File: config.mk
export PLATFORM = sky130hd
export DESIGN_NAME = pcre_obst
export DESIGN_NICKNAME = d
export VERILOG_FILES = /design/src/hdl/pcre_pkg.sv /design/src/hdl/pcre_obst.sv
export SDC_FILE = /design/constraint.sdc
export NUM_CORES = 1
export LEC_CHECK = 0
export ABC_CLOCK_PERIOD_IN_PS = 7900
export BUFFER_PORTS_ARGS = -buffer_cell sky130_fd_sc_hd__buf_4
export CAP_MARGIN = 20
export CELL_PAD_IN_SITES_DETAIL_PLACEMENT = 0
export CELL_PAD_IN_SITES_GLOBAL_PLACEMENT = 1
export CORE_MARGIN = 2
export CORE_UTILIZATION = 35
export CTS_CLUSTER_DIAMETER = 40
export DETAILED_ROUTE_END_ITERATION = 16
export PLACE_DENSITY_LB_ADDON = 0.1
export SYNTH_ARGS = -nofsm -noshare
export SYNTH_HDL_FRONTEND = slang
export SYNTH_SLANG_ARGS = --single-unit
File: constraint.sdc
create_clock -name clock -period 7.9 [get_ports clock]
set_input_delay 1.185 -clock clock [delete_from_list [all_inputs] [get_ports clock]]
set_output_delay 1.185 -clock clock [all_outputs]
set_load 0.01 [all_outputs]
File: src/hdl/pcre_pkg.sv
// shared types, codes and constants for the path collision and reach evaluator
package pcre_pkg;

   // request word
   typedef struct packed {
      logic               mode;
      logic [3:0]         entry_index;
      logic               entry_enable;
      logic signed [15:0] rect_x_low;
      logic signed [15:0] rect_y_low;
      logic signed [15:0] rect_x_high;
      logic signed [15:0] rect_y_high;
      logic signed [15:0] heading;
      logic               path_first;
      logic               path_last;
   } req_type;

   // response word
   typedef struct packed {
      logic [1:0]  outcome;
      logic [11:0] reach_time;
      logic [13:0] score;
   } rsp_type;

   // one obstacle rectangle
   typedef struct packed {
      logic signed [15:0] xl;
      logic signed [15:0] yl;
      logic signed [15:0] xh;
      logic signed [15:0] yh;
   } rect_type;

   // scan handshake between top and obstacle unit
   typedef struct packed {
      logic done;
      logic hit;
   } scan_stat_type;

   localparam logic MODE_LOAD = 1'b0;
   localparam logic MODE_STEP = 1'b1;

   localparam logic [1:0] OUT_REACHED   = 2'd0;
   localparam logic [1:0] OUT_COLLISION = 2'd1;
   localparam logic [1:0] OUT_MISSED    = 2'd2;

   localparam logic [1:0] DEC_NONE    = 2'd0;
   localparam logic [1:0] DEC_REACHED = 2'd1;
   localparam logic [1:0] DEC_FAILED  = 2'd2;

   localparam logic [13:0] PENALTY = 14'd10000;

   // register indexes
   localparam logic [3:0] REG_START_X   = 4'd0;
   localparam logic [3:0] REG_START_Y   = 4'd1;
   localparam logic [3:0] REG_GOAL_X    = 4'd2;
   localparam logic [3:0] REG_GOAL_Y    = 4'd3;
   localparam logic [3:0] REG_AREA_W    = 4'd4;
   localparam logic [3:0] REG_AREA_H    = 4'd5;
   localparam logic [3:0] REG_STEP      = 4'd6;
   localparam logic [3:0] REG_MARGIN    = 4'd7;

   // cordic constants: gain in Q30, arctangent table in angle units of 2^32 per turn
   localparam int CORDIC_ITERS = 30;
   localparam int CW = 34;
   localparam logic signed [CW-1:0] GAIN_Q30 = 34'sd652032874;

   function automatic logic signed [CW-1:0] atan_q30(input logic [4:0] i);
      logic signed [CW-1:0] r;
      case (i)
         5'd0:  r = 34'sd536870912;
         5'd1:  r = 34'sd316933406;
         5'd2:  r = 34'sd167458907;
         5'd3:  r = 34'sd85004756;
         5'd4:  r = 34'sd42667331;
         5'd5:  r = 34'sd21354465;
         5'd6:  r = 34'sd10679838;
         5'd7:  r = 34'sd5340245;
         5'd8:  r = 34'sd2670163;
         5'd9:  r = 34'sd1335087;
         5'd10: r = 34'sd667544;
         5'd11: r = 34'sd333772;
         5'd12: r = 34'sd166886;
         5'd13: r = 34'sd83443;
         5'd14: r = 34'sd41722;
         5'd15: r = 34'sd20861;
         5'd16: r = 34'sd10430;
         5'd17: r = 34'sd5215;
         5'd18: r = 34'sd2608;
         5'd19: r = 34'sd1304;
         5'd20: r = 34'sd652;
         5'd21: r = 34'sd326;
         5'd22: r = 34'sd163;
         5'd23: r = 34'sd81;
         5'd24: r = 34'sd41;
         5'd25: r = 34'sd20;
         5'd26: r = 34'sd10;
         5'd27: r = 34'sd5;
         5'd28: r = 34'sd3;
         5'd29: r = 34'sd1;
         default: r = '0;
      endcase
      return r;
   endfunction

endpackage

File: src/hdl/pcre_obst.sv
// obstacle store and sequential scan, one rectangle compared per cycle
module pcre_obst #(
   parameter int NUM_OBSTACLES = 16
) (
   input  logic                    clock,
   input  logic                    reset,
   input  logic                    wr_en,
   input  logic [3:0]              wr_index,
   input  logic                    wr_enable,
   input  pcre_pkg::rect_type      wr_rect,
   input  logic                    start,
   input  logic signed [15:0]      px,
   input  logic signed [15:0]      py,
   input  logic [11:0]             margin,
   output pcre_pkg::scan_stat_type stat
);
   import pcre_pkg::*;

   localparam int AW = (NUM_OBSTACLES > 1) ? $clog2(NUM_OBSTACLES) : 1;

   rect_type          mem [NUM_OBSTACLES];
   logic              valid_ff [NUM_OBSTACLES];
   logic [AW:0]       cnt_ff;
   logic              run_ff, pipe_ff, last_ff, chk_ff, hit_ff, fin_ff;
   rect_type          rd_ff;
   logic              wr_ok;
   logic signed [16:0] m17, xlo, xhi, ylo, yhi, px17, py17;
   logic              inside_rect;

   assign wr_ok = 32'(wr_index) < NUM_OBSTACLES;

   // write port and valid bits
   always_ff @(posedge clock) begin
      if (wr_en && wr_ok) begin
         mem[AW'(wr_index)] <= wr_rect;
      end
   end

   always_ff @(posedge clock) begin
      for (int k = 0; k < NUM_OBSTACLES; k++) begin
         if (reset) begin
            valid_ff[k] <= 1'b0;
         end else if (wr_en && wr_ok && AW'(wr_index) == AW'(k)) begin
            valid_ff[k] <= wr_enable;
         end
      end
   end

   // widened rectangle compare
   assign m17 = {5'b0, margin};
   assign px17 = {px[15], px};
   assign py17 = {py[15], py};
   assign xlo = {rd_ff.xl[15], rd_ff.xl} - m17;
   assign xhi = {rd_ff.xh[15], rd_ff.xh} + m17;
   assign ylo = {rd_ff.yl[15], rd_ff.yl} - m17;
   assign yhi = {rd_ff.yh[15], rd_ff.yh} + m17;
   assign inside_rect = px17 >= xlo && px17 <= xhi && py17 >= ylo && py17 <= yhi;

   // read stage then compare stage
   always_ff @(posedge clock) begin
      rd_ff <= mem[cnt_ff[AW-1:0]];
      chk_ff <= valid_ff[cnt_ff[AW-1:0]];
      if (reset) begin
         run_ff <= 1'b0;
         pipe_ff <= 1'b0;
         last_ff <= 1'b0;
         fin_ff <= 1'b0;
         hit_ff <= 1'b0;
         cnt_ff <= '0;
      end else begin
         fin_ff <= 1'b0;
         if (start) begin
            run_ff <= 1'b1;
            cnt_ff <= '0;
            hit_ff <= 1'b0;
            pipe_ff <= 1'b0;
         end else begin
            pipe_ff <= run_ff;
            last_ff <= cnt_ff == (AW+1)'(NUM_OBSTACLES - 1);
            if (run_ff) begin
               cnt_ff <= cnt_ff + 1'b1;
               if (cnt_ff == (AW+1)'(NUM_OBSTACLES - 1)) begin
                  run_ff <= 1'b0;
               end
            end
            if (pipe_ff) begin
               if (chk_ff && inside_rect) begin
                  hit_ff <= 1'b1;
               end
               if (last_ff) begin
                  fin_ff <= 1'b1;
               end
            end
         end
      end
   end

   assign stat.done = fin_ff;
   assign stat.hit = hit_ff;
endmodule

Word-level counts from Yosys, hierarchy flattened
Memory sizes are Yosys's and may differ from the RTL's. A register that Yosys moved wholly into a read port is not among the register bits.
Cells that the tools add are included.
- bits in registers: 10
- memory bits (writable): 1040
- input port bits: 117
- output and inout port bits: 2
- logic and storage cells: 146
- memories: 2
- add/subtract/negate cells: 5
- $lt $le $gt $ge: 4
- equality and inequality tests: 16
- mux-type cells: 72
- bitwise operators: 17
- reduce and logical (&&, ||, !) cells: 24
- memory list (name ; words ; width ; rd ports ; clocked after memory_dff ; wr ports ; line ; text):
    mem ; 16 ; 64 ; 1 ; 1 ; 1 ; pcre_obst.sv:21 ; rect_type mem [NUM_OBSTACLES];
    valid_ff ; 16 ; 1 ; 1 ; 1 ; 16 ; pcre_obst.sv:22 ; logic valid_ff [NUM_OBSTACLES];
- operators by type and width (cell ; number):
    $mux 1 ; 72
    $add 16x13->17 ; 2
    $ge 16x17->1 ; 2
    $le 16x17->1 ; 2
    $sub 16x13->17 ; 2
    $eq 4x4->1 const B ; 8
    $logic_and 1x1->1 ; 20
    $eq 4x3->1 const B ; 4
    $or 1x1->1 ; 16
    $eq 4x2->1 const B ; 2
    $add 5x1->5 const B ; 1
    $eq 5x4->1 const B ; 1
    $eq 4x1->1 const B ; 1
    $logic_not 4->1 ; 1
    $reduce_or 3->1 ; 1
    $reduce_and 2->1 ; 1
    $reduce_or 2->1 ; 1
    $not 1->1 ; 1

Logic depth before layout (Yosys ltp)
- depth in word-level cells: 7
- gate-level depth with buffers: 17
- mapped depth without buffers: 17

Worst setup path before layout
No wires, ideal clock.
- path kind: input-to-reg
- from: input port wr_index[3]
- to: memory valid_ff[4], enable pin
- setup time: 0.312 ns
- arrival: 6.402 ns
- required time: 7.588 ns
- slack: 1.186 ns
- stages on the path: 3
- path buffers: 0
- cells stage by stage: nand3b_1 > nor3_1 > or2_2
- RTL lines (element ; line ; text):
    start: declaration ; pcre_obst.sv:8 ; input logic [3:0] wr_index,
    end: declaration ; pcre_obst.sv:22 ;

Final worst setup path
- from: register, netlist name rd_ff[32]
- to: register hit_ff
- cells in the longest elaborated chain, start to end: 6
- RTL lines (element ; line ; text):
    $sub 16x13->17 ; pcre_obst.sv:55 ; assign ylo = {rd_ff.yl[15], rd_ff.yl} - m17;
    $ge 16x17->1 ; pcre_obst.sv:57 ; assign inside_rect = px17 >= xlo && px17 <= xhi && py17 >= ylo && py17 <= yhi;
    $logic_and 1x1->1 (2 in a row) ; pcre_obst.sv:57 ;
    $logic_and 1x1->1 ; pcre_obst.sv:87 ; if (chk_ff && inside_rect) begin
    $reduce_and 2->1 (no source line) ; - ;
    end signal: assignment ; pcre_obst.sv:68 ; hit_ff <= 1'b0;
    end signal: assignment ; pcre_obst.sv:75 ; hit_ff <= 1'b0;
    end signal: assignment ; pcre_obst.sv:88 ; hit_ff <= 1'b1;
    end: declaration ; pcre_obst.sv:24 ; logic run_ff, pipe_ff, last_ff, chk_ff, hit_ff, fin_ff;
Every way passes these cells.
A chain may end at the register's enable or synchronous reset.

==> impl_metrics.ini <==
[setup_path]
cp-end-kind = flip-flop
r2r_cells = 17
r2r-end = hit_ff
r2r-start = rd_ff[32]
cp_top_family = compound AO/OA/AOI/OAI gates
worstPathArrival_ns = 4.73
critPathMaxStageDelay_ns = 0.40
criticalPathCategory = flip-flop to flip-flop
rrSetupSlack_ns = 3.82
crit_slowest_cell = fa_1
crit_buf_inv = 2
crit_chain = inv_1, ha_1, inv_1, fa_1, a21o_1, a21oi_1, o21a_1, o41a_1, nand3b_1, xor2_1, ha_1, a211oi_1, o21ai_0, o211ai_1, o2111a_1, a311oi_1, a32o_1
critPathMaxFanout = 3
required_ns = 8.55
worstSetupStartpointType = flip-flop

[layout]
drive_gt1_share_pct = 30.9
final_common_cell = edfxtp_1
areaGrowthSynthToFinish_pct = 19.0
fin_cells = 4197
seqCellArea_um2 = 32700
nFillCells = 11100
multi_input_area_um2 = 11900
final_core_util_pct = 42.1
nets = 2639
layout_common_cells = edfxtp_1 (1040), mux4_2 (325), clkbuf_16 (160), buf_4 (148), ha_1 (118)

[sta]
layout_min_cycle_time_ns = 4.08
rsz0062_at_grt = false
period_share_pct = 51.6
timing.final.ws_setup_ns = 3.82
fmax_ghz = 0.245
fin_skew_ns = 0.0319
finalHoldViolCount = 0
max_slew.worst_pin.slew_ns = 1.07
whs_ns = 0.489
setup_viol = 0
max_slew_margin_pct = 28.8
finalSetupTns_ns = 0
slew_violations = 0

[cts]
clock_latency_ns = 0.79
cts_tree = yes
postCtsHoldBufs = 0
cts_setup_buffers = 0
tritoncts.num_buffers = 160
clockBufferDepth = 3
htree_levels = 4
ctsResizeCount = 0
cts.sinks = 1115
path_clk_slew_ns = 0.05
cts_root_buf = clkbuf_16

[min_path]
hold_end = cnt_ff[4]
holdCritPathClass = flip-flop to flip-flop
min_from = cnt_ff[4]
hold-path-cell-count = 2

[logic_synthesis]
synth_top_cell_area_share_pct = 69.1
synthXorXnorAreaFrac_pct = 0.872
synthTopCellsByArea = edfxtp_1 (69%), mux4_2 (16%), dfxtp_1 (3.3%), ha_1 (3.3%), a21oi_1 (0.51%)
syn-cell-area_um2 = 45200
yosysWarningCount = 0
synth_compound_area_share_pct = 2.65
syn_area_per_cell_um2 = 20.8
ys_async_sr_fraction_pct = 0
synthMuxAreaShare_pct = 16.3
synth_nets = 2411
synthCells = 2172
synthAdderAreaFrac_pct = 3.44
seq_area_frac_synth_pct = 72.4
ys_types = 63
synth_edf_count = 1040
synth-main-ff-cell = edfxtp_1
ys_ff_latch = 1115
synth_simple_gate_area_share_pct = 2.81
synth_top_area_cell = edfxtp_1
synth_top_family_by_area = multiplexers

[drt]
dr_total_vias = 22500
first_pass_iters = 5
ant_nets = 0
vias_per_cell = 5.37
drtIter0Drc = 1828
drc_errors = 0
wl_per_cell_um = 29.2
totalWireLength_mm = 123

[run_status]
status = finished clean

[global_routing]
grt_pass1_vias = 23500
grt_max_degree = 135
antenna_found_initial = 17
grt_pass1_wl_mm = 175
grt.total_usage_pct = 18.9
overflow = 0

[die]
rows = 131
coreArea_um2 = 128000
start_util_pct = 35.4
pin_count = 119
die_x_um = 363
die_h_um = 363
dieArea_um2 = 132000

[placed_design]
portBuffers = 118
dp_hpwl_mm = 69.7
dp.cells = 3900
pre_cts_slack_ns = 3.20
place.gp.congestion = 0.841

[flow_run]
maxCapViolCount = 0

[power_and_ir_drop]
powerDensity_nw_per_um2 = 274
vdd.ir_drop.worst_mv = 0.222
power.leakage_nw = 17.4
==> worst min-delay path, delay by kind of cell (launching register included) <==
kind               cells  cell delay [ns]
DFF                    1             0.30
AOI/OAI and AO/OA      1             0.04
and+or+nand+nor        1             0.09
==> Yosys cell counts, drive strengths merged, types with 4 or more instances <==
| cell | number |
|---|---|
| nor3b | 6 |
| fa | 4 |
| a211oi | 10 |
| mux2i | 5 |
| nand2 | 31 |
| mux4 | 325 |
| or3 | 7 |
| nor2b | 11 |
| clkbuf | 46 |
| nand4 | 12 |
| inv | 45 |
| or2 | 17 |
| o21a | 13 |
| nand3 | 22 |
| nor4 | 7 |
| xnor2 | 20 |
| dfxtp | 75 |
| a21o | 27 |
| and3 | 9 |
| xor2 | 25 |
| nor3 | 37 |
| o211ai | 6 |
| a2111oi | 4 |
| a21oi | 46 |
| nand2b | 16 |
| ha | 118 |
| nand3b | 5 |
| nor2 | 55 |
| o21ai | 39 |
| buf | 44 |
| edfxtp | 1040 |
==> through the flow <==
stage | instance area (um^2) | total power, mW
floorplan | 45200 | 7.24
global placement | 48100 | 7.55
detailed placement | 48200 | 7.57
CTS | 53800 | 14.9
global route | 53800 | 15.3
finish | 53800 | 14.7
==> worst max path at each step <==
stage / from / to / slack (ns) / cells after the start
after global placement: margin[0] / hit_ff / 3.18 / 16
after CTS: rd_ff[32] / hit_ff / 3.84 / 16
after detailed placement: margin[1] / hit_ff / 3.20 / 15
final: rd_ff[32] / hit_ff / 3.82 / 17
after global routing: rd_ff[32] / hit_ff / 3.54 / 16
after floorplan: wr_index[3] / valid_ff[4] / 1.19 / 3
==> layout make-up <==
| cell class | count | share of cell area [%] |
|---|---|---|
| Antenna cell | 1 | 0.00465 |
| Clock buffer | 189 | 7.77 |
| Clock inverter | 107 | 2.71 |
| Inverter | 45 | 0.323 |
| Multi-Input combinational cell | 922 | 22.1 |
| Sequential cell | 1115 | 60.9 |
| Tap cell | 1662 | 3.86 |
| Timing Repair Buffer | 156 | 2.36 |
==> sequential cells by signal (all words and copies together), names as in the netlist <==
signal / cells
cnt_ff: 5
hit_ff: 1
fin_ff: 1
last_ff: 1
chk_ff: 1
rd_ff: 64
pipe_ff: 1
mem: 1024
valid_ff: 16
run_ff: 1
==> logic make-up after synthesis <==
kind of cell    Yosys count
flops                  1115
fa+ha+maj               122
simple gates            244
xor+xnor                 45
buf+inv                 135
mux                     330
compound gates          181
==> where the power goes <==
group	switching [mW]	internal, mW	total [mW]	leakage [nW]
logic	0.454	0.341	0.796	4.70
registers	0.0577	6.59	6.65	10.0
clock network	2.81	4.49	7.30	2.68
==> layer usage <==
| layer | vias up | wire [um] | GRT usage [%] |
|---|---|---|---|
| met1 | 12200 | 56800 | 27.1 |
| met5 | - | 82 | 0 |
| met2 | 573 | 57300 | 29.2 |
| li1 | 9612 | - | - |
| met4 | 12 | 2310 | 4.83 |
| met3 | 157 | 6140 | 4.03 |
No activity file was read; power rests on OpenSTA's default activity.
