## src/hdl/pcre_pkg.sv

```systemverilog
// shared types, codes and constants for the path collision and reach evaluator
package pcre_pkg;

   // request word
   typedef struct packed {
      logic               mode;
      logic [3:0]         entry_index;
      logic               entry_enable;
      logic signed [15:0] rect_x_low;
      logic signed [15:0] rect_y_low;
      logic signed [15:0] rect_x_high;
      logic signed [15:0] rect_y_high;
      logic signed [15:0] heading;
      logic               path_first;
      logic               path_last;
   } req_type;

   // response word
   typedef struct packed {
      logic [1:0]  outcome;
      logic [11:0] reach_time;
      logic [13:0] score;
   } rsp_type;

   // one obstacle rectangle
   typedef struct packed {
      logic signed [15:0] xl;
      logic signed [15:0] yl;
      logic signed [15:0] xh;
      logic signed [15:0] yh;
   } rect_type;

   // scan handshake between top and obstacle unit
   typedef struct packed {
      logic done;
      logic hit;
   } scan_stat_type;

   localparam logic MODE_LOAD = 1'b0;
   localparam logic MODE_STEP = 1'b1;

   localparam logic [1:0] OUT_REACHED   = 2'd0;
   localparam logic [1:0] OUT_COLLISION = 2'd1;
   localparam logic [1:0] OUT_MISSED    = 2'd2;

   localparam logic [1:0] DEC_NONE    = 2'd0;
   localparam logic [1:0] DEC_REACHED = 2'd1;
   localparam logic [1:0] DEC_FAILED  = 2'd2;

   localparam logic [13:0] PENALTY = 14'd10000;

   // register indexes
   localparam logic [3:0] REG_START_X   = 4'd0;
   localparam logic [3:0] REG_START_Y   = 4'd1;
   localparam logic [3:0] REG_GOAL_X    = 4'd2;
   localparam logic [3:0] REG_GOAL_Y    = 4'd3;
   localparam logic [3:0] REG_AREA_W    = 4'd4;
   localparam logic [3:0] REG_AREA_H    = 4'd5;
   localparam logic [3:0] REG_STEP      = 4'd6;
   localparam logic [3:0] REG_MARGIN    = 4'd7;

   // cordic constants: gain in Q30, arctangent table in angle units of 2^32 per turn
   localparam int CORDIC_ITERS = 30;
   localparam int CW = 34;
   localparam logic signed [CW-1:0] GAIN_Q30 = 34'sd652032874;

   function automatic logic signed [CW-1:0] atan_q30(input logic [4:0] i);
      logic signed [CW-1:0] r;
      case (i)
         5'd0:  r = 34'sd536870912;
         5'd1:  r = 34'sd316933406;
         5'd2:  r = 34'sd167458907;
         5'd3:  r = 34'sd85004756;
         5'd4:  r = 34'sd42667331;
         5'd5:  r = 34'sd21354465;
         5'd6:  r = 34'sd10679838;
         5'd7:  r = 34'sd5340245;
         5'd8:  r = 34'sd2670163;
         5'd9:  r = 34'sd1335087;
         5'd10: r = 34'sd667544;
         5'd11: r = 34'sd333772;
         5'd12: r = 34'sd166886;
         5'd13: r = 34'sd83443;
         5'd14: r = 34'sd41722;
         5'd15: r = 34'sd20861;
         5'd16: r = 34'sd10430;
         5'd17: r = 34'sd5215;
         5'd18: r = 34'sd2608;
         5'd19: r = 34'sd1304;
         5'd20: r = 34'sd652;
         5'd21: r = 34'sd326;
         5'd22: r = 34'sd163;
         5'd23: r = 34'sd81;
         5'd24: r = 34'sd41;
         5'd25: r = 34'sd20;
         5'd26: r = 34'sd10;
         5'd27: r = 34'sd5;
         5'd28: r = 34'sd3;
         5'd29: r = 34'sd1;
         default: r = '0;
      endcase
      return r;
   endfunction

endpackage

```

## src/hdl/pcre_cordic.sv

```systemverilog
// iterative cordic giving rounded cos and sin of a heading, one rotation per cycle
module pcre_cordic #(
   parameter int TRIG_FRAC_BITS = 15
) (
   input  logic                           clock,
   input  logic                           reset,
   input  logic                           start,
   input  logic signed [15:0]             heading,
   output logic                           done,
   output logic signed [TRIG_FRAC_BITS+1:0] cos_out,
   output logic signed [TRIG_FRAC_BITS+1:0] sin_out
);
   import pcre_pkg::*;

   localparam int TW = TRIG_FRAC_BITS + 2;
   localparam int SH = 30 - TRIG_FRAC_BITS;

   logic signed [CW-1:0] x_ff, x_in, y_ff, y_in, z_ff, z_in;
   logic [4:0]           i_ff, i_in;
   logic                 run_ff, run_in, done_ff, done_in, flip_ff, flip_in;
   logic signed [TW-1:0] c_ff, c_in, s_ff, s_in;
   logic [31:0]          ang;
   logic signed [CW-1:0] xs, ys, xr, yr;

   // rounding of the final vector
   assign xr = (x_ff + (CW'(1) <<< (SH - 1))) >>> SH;
   assign yr = (y_ff + (CW'(1) <<< (SH - 1))) >>> SH;
   assign xs = x_ff >>> i_ff;
   assign ys = y_ff >>> i_ff;
   assign ang = {heading, 16'h0000};

   // start load, rotation step and final rounded output
   always_comb begin
      x_in = x_ff;
      y_in = y_ff;
      z_in = z_ff;
      i_in = i_ff;
      run_in = run_ff;
      done_in = done_ff;
      flip_in = flip_ff;
      c_in = c_ff;
      s_in = s_ff;
      if (start) begin
         flip_in = ang[31] ^ ang[30];
         z_in = CW'($signed({ang[31] ^ (ang[31] ^ ang[30]), ang[30:0]}));
         x_in = GAIN_Q30;
         y_in = '0;
         i_in = '0;
         run_in = 1'b1;
         done_in = 1'b0;
      end else if (run_ff) begin
         if (!z_ff[CW-1]) begin
            x_in = x_ff - ys;
            y_in = y_ff + xs;
            z_in = z_ff - atan_q30(i_ff);
         end else begin
            x_in = x_ff + ys;
            y_in = y_ff - xs;
            z_in = z_ff + atan_q30(i_ff);
         end
         i_in = i_ff + 5'd1;
         if (i_ff == 5'(CORDIC_ITERS - 1)) begin
            run_in = 1'b0;
         end
      end else if (!done_ff && i_ff == 5'(CORDIC_ITERS)) begin
         c_in = flip_ff ? -TW'(xr) : TW'(xr);
         s_in = flip_ff ? -TW'(yr) : TW'(yr);
         done_in = 1'b1;
      end
   end

   always_ff @(posedge clock) begin
      if (reset) begin
         run_ff <= 1'b0;
         done_ff <= 1'b0;
         i_ff <= '0;
      end else begin
         run_ff <= run_in;
         done_ff <= done_in;
         i_ff <= i_in;
      end
      x_ff <= x_in;
      y_ff <= y_in;
      z_ff <= z_in;
      flip_ff <= flip_in;
      c_ff <= c_in;
      s_ff <= s_in;
   end

   assign done = done_ff;
   assign cos_out = c_ff;
   assign sin_out = s_ff;
endmodule

```

## config.mk

```make
export PLATFORM = sky130hd
export DESIGN_NAME = pcre_cordic
export DESIGN_NICKNAME = d
export VERILOG_FILES = /design/src/hdl/pcre_pkg.sv /design/src/hdl/pcre_cordic.sv
export SDC_FILE = /design/constraint.sdc
export NUM_CORES = 1
export LEC_CHECK = 0
export BUFFER_PORTS_ARGS = -buffer_cell sky130_fd_sc_hd__buf_4
export CAP_MARGIN = 20
export CORE_MARGIN = 2
export CORE_UTILIZATION = 30
export DETAILED_ROUTE_END_ITERATION = 10
export PLACE_DENSITY_LB_ADDON = 0.05
export SETUP_SLACK_MARGIN = 0.05
export SLEW_MARGIN = 20
export SYNTH_ARGS = -nofsm -noshare
export SYNTH_HDL_FRONTEND = slang
export SYNTH_SLANG_ARGS = --single-unit
```

## constraint.sdc

```tcl
create_clock -name clock -period 10 [get_ports clock]
set_input_delay 2 -clock clock [delete_from_list [all_inputs] [get_ports clock]]
set_output_delay 2 -clock clock [all_outputs]
set_load 0.05 [all_outputs]
```

Word level (Yosys, flattened, before mapping)
Memory sizes are Yosys's and may differ from the RTL's. A register that Yosys moved wholly into a read port is not among the register bits.
Cells that the tools add are included.
{ "classes": {"addsub": 11, "n_mul": 0, "div_mod_pow": 0, "magnitude_cmp": 0, "n_eq_ne": 2, "shift": 2, "n_mux": 20, "n_bitwise": 4, "reduce_logical": 6} }
{ "ops": {"columns": ["operator", "count"], "rows": [
  ["$mux 34", 11],
  ["$add 34x34->34", 3],
  ["$sub 34x34->34", 3],
  ["$sshr 34x5->34", 2],
  ["$add 32x16->32 const B", 2],
  ["$mux 17", 2],
  ["$neg 17->17", 2],
  ["$mux 5", 4],
  ["$eq 5x5->1 const B", 2],
  ["$add 5x1->5 const B", 1],
  ["$mux 1", 3],
  ["$reduce_and 3->1", 1],
  ["$not 1->1", 2],
  ["$reduce_and 2->1", 1],
  ["$reduce_bool 2->1", 1],
  ["$reduce_or 2->1", 1],
  ["$xor 1x1->1", 2],
  ["$logic_and 1x1->1", 1],
  ["$logic_not 1->1", 1]
]} }
{ "word_totals": {"regBits": 144, "latch_bits": 0, "ram_bits": 0, "rom_bits": 1920, "input_bits": 19, "output_inout_bits": 35, "elab_cells": 57, "mem_count": 2} }
{ "memory_table": {"columns": ["name", "words", "width", "read_ports", "rd_clocked_by_memory_dff", "write_ports", "line_no", "text"], "rows": [
  ["(no name shown)", 32, 30, 1, 1, 0, "pcre_pkg.sv:69", "case (i)"],
  ["(no name shown)", 32, 30, 1, 1, 0, "pcre_pkg.sv:69", null]
]} }

Depth between registers and ports, before layout
Gate-level depths: netlist of the first run.
{ "depth": {"depth_word": 7, "mapped_depth": 30, "depth_no_buf": 24} }

Worst setup path before layout of the first run
OpenSTA, ideal clock, no wires.
{ "synth_timing": {"path_kind": "reg-to-reg", "from": "register i_ff[1]", "to": "register x_ff[30]", "setup_time_ns": 0.128, "t_arrival_ns": 5.486, "required_time_ns": 9.872, "setup_slack_ns": 4.385, "stages_incl_launch_ff": 28, "n_path_buf": 5, "synth_period_minus_slack_ns": 5.615, "path_cell_list": "dfxtp_1 > buf_6 > buf_6 > buf_6 > buf_4 > buf_2 > mux4_2 > a32oi_1 > nand2_1 > a211oi_1 > and4b_1 > nand3b_1 > inv_1 > and2_1 > a21oi_1 > xor2_1 > ha_1 > a21o_1 > a21o_1 > a21o_1 > a21oi_1 > o21a_1 > o211ai_1 > a221o_1 > and4_1 > a2111oi_0 > xor2_1 > o21ai_0"} }
{ "synth_between": {"elab_chain_len": 3, "elab_cells_between_ends": 4, "classes_between": "2 x add/sub; 1 x shift; 1 x mux"} }
{ "synth_lines": {"columns": ["item", "line_no", "text"], "rows": [
  ["start: declaration", "pcre_cordic.sv:19", "logic [4:0] i_ff, i_in;"],
  ["start signal: assignment", "pcre_cordic.sv:80", "i_ff <= i_in;"],
  ["$sshr 34x5->34 *", "pcre_cordic.sv:29", "assign ys = y_ff >>> i_ff;"],
  ["$sub 34x34->34 / $add 34x34->34 (equally long branches)", "pcre_cordic.sv:53, pcre_cordic.sv:57", null],
  ["$mux 34 *", "pcre_cordic.sv:52", "if (!z_ff[CW-1]) begin"],
  ["end signal: assignment", "pcre_cordic.sv:82", "x_ff <= x_in;"],
  ["end: declaration", "pcre_cordic.sv:18", "logic signed [CW-1:0] x_ff, x_in, y_ff, y_in, z_ff, z_in;"]
]} }
Every way passes the cells marked *; elsewhere a longest branch is shown, timed or not.
A chain may end at the register's enable or synchronous reset.

Worst setup path after layout of the first run
Ends and elaborated chain as after synthesis.

==> results of run 1 <==
[worst max-delay path, stage by stage (launching register included)]
cell	delay, ps
dfxtp_4	820
buf_4	580
mux4_2	590
mux2_2	320
mux2i_1	240
nor2_1	100
a21oi_1	200
ha_1	260
nor2_1	90
a21oi_1	80
fa_1	480
a21o_1	170
a21o_1	210
a2111oi_0	690
o211ai_1	230
a41oi_1	240
o211ai_1	260
a221o_1	420
and4_1	210
a2111oi_0	470
xor2_1	180
o21ai_0	80
[power groups by stage]
stage               registers [mW]  logic (mW)  clock network [mW]
global placement              1.27        3.85                   0
global route                  1.27        4.30               0.788
CTS                           1.25        3.84               0.767
detailed placement            1.27        3.82                   0
finish                        1.26        3.84               0.730
floorplan                     1.00        3.10                   0
[metrics by stage]
step / power [mW] / util, % / instance area, µm² / setup slack [ps]
after floorplan: 4.10 / - / 19400 / 4390
after global placement: 5.12 / 31.8 / 20400 / 2830
after detailed placement: 5.09 / 31.8 / 20400 / 2890
after CTS: 5.86 / 32.7 / 21000 / 2860
after global routing: 6.36 / 32.7 / 21000 / 2270
final: 5.83 / 32.7 / 21000 / 2860
[synth_stat cells (all sizes together), types with 32 or more instances]
library cell / n / area (µm²)
mux4: 70 / 1580
buf: 63 / 357
nor2: 238 / 893
a21o: 58 / 435
nand2: 210 / 788
nand2b: 35 / 219
and3: 32 / 200
nand3: 42 / 210
mux2i: 99 / 991
ha: 116 / 1450
xnor2: 130 / 1140
nor3: 47 / 235
inv: 62 / 233
o21ai: 123 / 616
a21oi: 184 / 921
edfxtp: 53 / 1590
xor2: 116 / 1020
dfxtp: 121 / 2420
clkbuf: 92 / 345
[area by class of cell]
type,instances,share of cell area (%)
tap,855,5.09
clock buffer,18,2.14
sequential,174,19.2
inverter,64,1.14
timing repair buffer,80,2.86
multi-input combinational,1970,68.8
clock inverter,14,0.780
[layer usage]
layer / vias to the layer above / GRT usage [%] / share of wire (%)
li1: 8608 / - / -
met1: 8726 / 27.8 / 43
met2: 530 / 36.7 / 48
met3: 130 / 3.85 / 4.9
met4: 0 / 8.30 / 3.7
met5: - / 0 / 0
[cell families (layout without fill, tap and decap cells)]
kind of cell | after synthesis | after routing
mux | 199 | 199
simple gates | 749 | 749
fa+ha+maj | 119 | 119
compound gates | 657 | 657
xor+xnor | 246 | 246
buf+inv | 219 | 176
flops | 174 | 174
[final timing paths]
check / startpoint / endpoint / slack, ps / cells past startpoint
hold reg to reg: z_ff[8]$_SDFFE_PP0P_ / z_ff[8]$_SDFFE_PP0P_ / 460 / 2
setup / recovery: i_ff[1]$_SDFFE_PP0P_ / x_ff[30]$_SDFFE_PP0P_ / 2860 / 21
setup reg to reg: i_ff[1]$_SDFFE_PP0P_ / x_ff[30]$_SDFFE_PP0P_ / 2860 / 21
hold / removal: z_ff[8]$_SDFFE_PP0P_ / z_ff[8]$_SDFFE_PP0P_ / 460 / 2
==> flow_summary.yaml, run 1 <==
outcome:
  outcome: "completed"
global_route:
  grt_overflow: 0
  grt_max_degree: 72
  antenna_found_initial: 0
  first_global_vias: 17700
  grt_use_total_pct: 21.8
  grt_pass1_wl_mm: 111
floorplanning:
  start_util_pct: 30.2
  dieArea_um2: 66700
  row_count: 93
  die_x_um: 258
  dieHeight_um: 258
  coreArea_um2: 64200
  io_pins: 54
cells_and_area:
  regArea_um2: 4030
  syn2layout_area_growth_pct: 8.30
  nets: 2445
  final_common_cell: "nor2_1"
  fill_cells: 6851
  drive_gt1_share_pct: 11.0
  multi_input_area_um2: 14500
  stdcell_count: 3175
  layout_common_cells: "nor2_1 (238), nand2_1 (210), a21oi_1 (184)"
  antenna_cells: 0
critical_path:
  worstPathMaxFanout: 50
  arrival_ps: 7490
  critical_path_class: "reg -> reg"
  required_ps: 10350
  worst_setup_path_start_kind: "flop"
  endpoint_kind: "flop"
synthesis:
  netlist_area_um2: 19400
  synth_seq_cells: 174
  synth_top_flop_cell: "dfxtp_1"
  synth_compound_area_share_pct: 22.2
  netlist_instances: 2363
  ys.warnings.count: 0
  ys_types: 90
  synthAdderAreaFrac_pct: 7.79
  synthArstFlopShare_pct: 0
  ys_seq_area_share_pct: 20.7
  synth_enable_flop_cells: 53
  synth_top_family_by_area: "compound AO/OA/AOI/OAI gates"
  synth_simple_gate_area_share_pct: 18.4
  synthXorXnorAreaFrac_pct: 11.1
  syn_avg_cell_area_um2: 8.21
  synth.area.mux_share_pct: 15.0
  syn_nets: 2501
pwr:
  p_switching_mw: 2.90
  seq_power_share_pct: 21.6
  power_density_nw_per_um2: 278
  max-vdd-ir-drop_mv: 0.140
  p_int_mw: 2.93
  switching_share_pct: 49.8
  combPwrFrac_pct: 65.9
  p_leak_nw: 8.35
  clkPwrFrac_pct: 12.5
drt:
  dr.pass1.iters: 5
  viasPerCell: 5.67
  routedWlPerCell_um: 23.1
  drc: 0
  drt_wl_total_mm: 73.2
  vias: 18000
  antenna_left: 0
  drt_iter0_drc: 1335
timing:
  period_needed_ps: 7140
  fin_crit_sh_pct: 71.4
  hold-worst-slack_ps: 465
  worstMarginPinSlew_ps: 1100
  fmax_mhz: 140
  setup_viol: 0
  fin_setup_tns_ps: 0
  hold_viol: 0
  rsz0062_at_grt: "false"
  maxSlewHeadroom_pct: 26.6
  slew_viol_final: 0
  fin_worst_skew_ps: 23.5
placement:
  place_congestion: 0.890
  io_buffers: 53
  dp_hpwl_mm: 55.1
  place_inst: 3143
clocking:
  clock_sinks: 174
  htreeDepth: 4
  clk_pin_slew_ps: 80
  post-cts-setup-buffers: 0
  clockBufferDepth: 2
  cts_root_buf: "clkbuf_16"
  cts_tree: "done"
  cts_made_buffers: 17
  insertion_delay_ps: 510
  post_cts_resized: 0
  hold_buffers: 0
min_path:
  min_path_type: "reg -> reg"
flow_run:
  cap_violations: 0
No activity file was read; power rests on OpenSTA's default activity.
==> run 2: changes to the inputs <==
- clock period: 10 -> 6.4 ns (I/O delays scaled with it)
==> run 2 against run 1 <==
Compared with the run above: global-route usage is 1.3 points higher; sequential cell count unchanged; wire length is 5.5% higher; core utilization rose by 1.7 points.
==> flow_summary.yaml, run 2 (synthesis gave the netlist of run 1 again) <==
outcome:
  outcome: "completed"
floorplanning:
  coreArea_um2: 64200
  io_pins: 54
  row_count: 93
  die_x_um: 258
  start_util_pct: 30.2
  dieArea_um2: 66700
  dieHeight_um: 258
cells_and_area:
  layout_common_cells: "nor2_1 (238), nand2_1 (210), buf_4 (192)"
  drive_gt1_share_pct: 15.9
  stdcell_count: 3297
  multi_input_area_um2: 14500
  finalInstanceArea_um2: 22100
  regArea_um2: 4030
  nets: 2567
  final_common_cell: "nor2_1"
  fill_cells: 6776
  syn2layout_area_growth_pct: 14.0
  antenna_cells: 0
global_route:
  grt_max_degree: 60
  busiest_layer: "met2"
  grt_pass1_wl_mm: 117
  grt_use_met3_pct: 3.59
  first_global_vias: 18200
  grt_overflow: 0
  grt_use_total_pct: 23.1
  antenna_found_initial: 0
  gr-usage-met2_pct: 38.3
  grt_use_met1_pct: 30.1
clocking:
  clock_sinks: 174
  hold_buffers: 0
  clockBufferDepth: 2
  cts_made_buffers: 17
  insertion_delay_ps: 510
  htreeDepth: 4
  cts_tree: "done"
  clk_pin_slew_ps: 80
  cts_root_buf: "clkbuf_16"
placement:
  dp_hpwl_mm: 59.4
  dpl_worst_slack_ps: -19.8
  io_buffers: 53
  place_area_um2: 21300
  place_congestion: 0.927
  place_inst: 3254
drt:
  antenna_left: 0
  dr.pass1.iters: 5
  drt_wl_total_mm: 77.2
  vias: 18600
  drt_iter0_drc: 1290
  viasPerCell: 5.63
  routedWlPerCell_um: 23.4
  drc: 0
critical_path:
  rr_worst_depth: 21
  reg2reg_to: "y_ff[33]$_SDFFE_PP0P_"
  rr_startpoint: "i_ff[1]$_SDFFE_PP0P_"
  cp_top_family: "multiplexers"
  worstSetupPathDepth: 21
  endpoint: "y_ff[33]$_SDFFE_PP0P_"
  path_cells: "buf_12, mux4_2, mux2i_2, nor2_1, a2111oi_2, ha_1, nand4_1, nor4_1, buf_4, a31oi_1, xnor2_1, ha_1, nand2_1, o41ai_1, a21oi_2, nor3_2, nor2_1, a211o_1, nand2b_1, mux2_1, mux2_1"
  endpoint_kind: "flop"
  rrSetupSlack_ps: 300
  cp-startpoint: "i_ff[1]$_SDFFE_PP0P_"
  worstPathMaxFanout: 33
  crit_slowest_cell: "a2111oi_2"
  required_ps: 6790
  path_buf_inv: 2
  worst_setup_path_start_kind: "flop"
  critical_path_class: "reg -> reg"
  arrival_ps: 6500
  cpPeakStageDelay_ps: 580
timing:
  hold-worst-slack_ps: 468
  worstMarginPinSlew_ps: 1030
  fmax_mhz: 164
  slew_viol_final: 0
  period_needed_ps: 6100
  setup_viol: 0
  maxSlewHeadroom_pct: 30.5
  hold_viol: 0
  fin_crit_sh_pct: 95.3
  rsz0062_at_grt: "false"
  setup_ws_ps: 298
  fin_worst_skew_ps: 18.3
pwr:
  power_density_nw_per_um2: 439
  p_leak_nw: 8.99
  max-vdd-ir-drop_mv: 0.218
flow_run:
  cap_violations: 0
min_path:
  hold_start: "z_ff[9]$_SDFFE_PP0P_"
  min_path_type: "reg -> reg"
  holdPathStages: 2
## run 2: timing repair
| action | in CTS | in global routing |
|---|---|---|
| resized for setup | 2 | 13 |
| setup buffers | 0 | 11 |
| setup endpoints to repair | 2 | 9 |
## run 2: per-layer routing
layer / up-vias / wire length, µm / share of wire (%)
met4: 0 / 2810 / 3.6
met5: - / 0 / 0
met3: 119 / 3390 / 4.4
met1: 9054 / 34400 / 45
li1: 8836 / - / -
met2: 558 / 36500 / 47
## run 2: stage by stage
stage	utilization [%]	power, mW	TNS, ps
global placement	33.2	8.48	-101
CTS	34.2	9.71	0
global route	34.4	10.5	0
floorplan	-	6.41	0
finish	34.4	9.72	0
detailed placement	33.2	8.47	-19.8
## run 2: how the worst min path moves through the flow
stage / to / slack, ps
2_1_floorplan: z_ff[12]$_SDFFE_PP0P_ / 430
3_3_place_gp: z_ff[9]$_SDFFE_PP0P_ / 440
3_5_place_dp: z_ff[9]$_SDFFE_PP0P_ / 460
4_1_cts: z_ff[9]$_SDFFE_PP0P_ / 470
5_1_grt: z_ff[12]$_SDFFE_PP0P_ / 490
6_report: z_ff[9]$_SDFFE_PP0P_ / 470
## run 2: tightest hold or removal path, cell delays in order, from the launching register on
cell and delay (ps):
dfxtp_1 320, nand2_1 50, o21ai_0 60
## run 2: report_power, final
part | leakage (nW) | switching [mW] | internal, mW
logic | 7.19 | 3.80 | 3.01
registers | 1.50 | 0.358 | 1.38
clock network | 0.299 | 0.579 | 0.596
total | 8.99 | 4.74 | 4.98
## run 2: layout make-up
| class | instances | share of cell area [%] |
|---|---|---|
| clock inverter | 15 | 0.894 |
| clock buffer | 17 | 1.92 |
| inverter | 64 | 1.10 |
| sequential | 174 | 18.2 |
| multi-input combinational | 1970 | 65.6 |
| timing repair buffer | 202 | 7.42 |
| tap | 855 | 4.84 |
==> run 3: changes to the inputs <==
- RECOVER_POWER: unset -> 50
==> run 3 against run 2 <==
Compared with the run above: the flow now finishes with violations (capacitance limit, slew limit); register-to-register slack about the same; core utilization decreased by 0.24 points; first-iteration DRC count increased by 3.7%; maximum frequency about the same; sequential share of layout area increased by 0.13 points; cell area decreased by 0.71%; wire length about the same; power about the same; non-clock buffer count unchanged; die area unchanged; highest routed layer unchanged; critical endpoint unchanged; sequential power about the same; sequential cell count unchanged.
==> flow_summary.yaml, run 3 (synthesis gave the netlist of run 1 again) <==
global_route:
  first_global_vias: 18200
  grt_pass1_wl_mm: 117
  grt_overflow: 0
  busiest_layer: "met2"
  gr-usage-met2_pct: 38.3
  grt_max_degree: 60
  grt_use_met1_pct: 30.1
  antenna_found_initial: 0
  grt_use_total_pct: 23.1
  grt_use_met3_pct: 3.59
cells_and_area:
  fill_cells: 6826
  layout_common_cells: "nor2_1 (238), nand2_1 (210), a21oi_1 (183)"
  fin_util_pct: 34.2
  syn2layout_area_growth_pct: 13.2
  drive_gt1_share_pct: 14.2
  antenna_cells: 0
  nets: 2567
  regArea_um2: 4030
  multi_input_area_um2: 14500
  final_common_cell: "nor2_1"
timing:
  hold_viol: 0
  fin_crit_sh_pct: 95.3
  rsz0062_at_grt: "false"
  setup_viol: 0
  worstMarginPinSlew_ps: 3050
  slew_viol_final: 94
  maxSlewHeadroom_pct: -104
  period_needed_ps: 6100
  fin_setup_tns_ps: 0
  fin_worst_skew_ps: 19.2
  fmax_mhz: 164
drt:
  antenna_left: 0
  dr.pass1.iters: 5
  drt_wl_total_mm: 77.2
  drt_iter0_drc: 1338
  viasPerCell: 5.60
  vias: 18500
  routedWlPerCell_um: 23.4
  drc: 0
critical_path:
  worstPathMaxFanout: 33
  rrSetupSlack_ps: 300
  critical_path_class: "reg -> reg"
  cp-startpoint: "i_ff[1]$_SDFFE_PP0P_"
  rr_startpoint: "i_ff[1]$_SDFFE_PP0P_"
  endpoint_kind: "flop"
  reg2reg_to: "y_ff[33]$_SDFFE_PP0P_"
  worst_setup_path_start_kind: "flop"
  required_ps: 6790
  arrival_ps: 6490
  rr_worst_depth: 21
clocking:
  cts_made_buffers: 17
  htreeDepth: 4
  cts_tree: "done"
  cts_root_buf: "clkbuf_16"
  insertion_delay_ps: 510
  clockBufferDepth: 2
  clk_pin_slew_ps: 80
  clock_sinks: 174
  hold_buffers: 0
placement:
  io_buffers: 53
  dp_hpwl_mm: 59.4
  place_congestion: 0.927
floorplanning:
  dieArea_um2: 66700
  die_x_um: 258
  dieHeight_um: 258
  start_util_pct: 30.2
  row_count: 93
  io_pins: 54
  coreArea_um2: 64200
pwr:
  power_density_nw_per_um2: 442
  p_leak_nw: 8.84
  max-vdd-ir-drop_mv: 0.217
min_path:
  hold_start: "z_ff[9]$_SDFFE_PP0P_"
  min_path_type: "reg -> reg"
  hold-path-endpoint: "z_ff[9]$_SDFFE_PP0P_"
  holdPathStages: 2
outcome:
  violations: "capacitance limit, slew limit"
  outcome: "complete, but fails checks"
flow_run:
  cap_violations: 2
## run 3: changes by cell type in the layout (fill, tap and decap cells not counted), sizes merged
cell    previous run  this run
buf              202       159
clkbuf            17        60
## run 3: layout make-up
class / instances / area share (%)
Clock buffer: 17 / 1.94
Clock inverter: 15 / 0.900
Inverter: 64 / 1.11
Multi-Input combinational cell: 1970 / 66.1
Sequential cell: 174 / 18.4
Tap cell: 855 / 4.87
Timing Repair Buffer: 202 / 6.76
## run 3: timing repair
action,CTS,global route
resized for setup,2,13
pin swaps,0,0
buffers inserted,0,11
endpoints found under the setup margin,2,9
## run 3: routing by layer
| layer | vias up | wire, µm |
|---|---|---|
| met2 | 566 | 36500 |
| met3 | 113 | 3480 |
| met4 | 0 | 2750 |
| met5 | - | 0 |
| li1 | 8830 | - |
| met1 | 8970 | 34400 |
## run 3: metrics by stage
step | area [µm²] | setup WS, ps | total power [mW] | std cells | hold slack (ps)
floorplan | 19400 | 785 | 6.41 | 2363 | 432
global placement | 21300 | -101 | 8.48 | 3254 | 444
detailed placement | 21300 | -19.8 | 8.47 | 3254 | 456
CTS | 22000 | 68.9 | 9.71 | 3286 | 473
global route | 22000 | 31.8 | 10.5 | 3297 | 493
finish | 22000 | 300 | 9.71 | 3297 | 468
## run 3: critical path: stages, from the launching register on
cell       delay [ps]
dfxtp_4           410
buf_12            230
mux4_2            570
mux2i_2           450
nor2_1            140
a2111oi_2         580
ha_1              320
nand4_1           190
nor4_1            320
buf_4             190
a31oi_1           100
xnor2_1           170
ha_1              340
nand2_1           100
o41ai_1           430
a21oi_2           110
nor3_2            200
nor2_1             70
a211o_1           270
nand2b_1          140
mux2_1            300
mux2_1            310
## run 3: how the worst max path moves through the flow
stage	end	slack, ps	depth (start not counted)
3_5_place_dp	y_ff[33]$_SDFFE_PP0P_	-20	23
5_1_grt	y_ff[33]$_SDFFE_PP0P_	30	24
6_report	y_ff[33]$_SDFFE_PP0P_	300	21
2_1_floorplan	x_ff[30]$_SDFFE_PP0P_	790	27
4_1_cts	y_ff[33]$_SDFFE_PP0P_	70	22
3_3_place_gp	y_ff[33]$_SDFFE_PP0P_	-100	22
## run 3: report_power, final
part	switching [mW]	internal (mW)	total, mW
Sequential	0.356	1.38	1.73
Clock	0.578	0.596	1.17
Combinational	3.80	3.01	6.80
Total	4.73	4.98	9.71
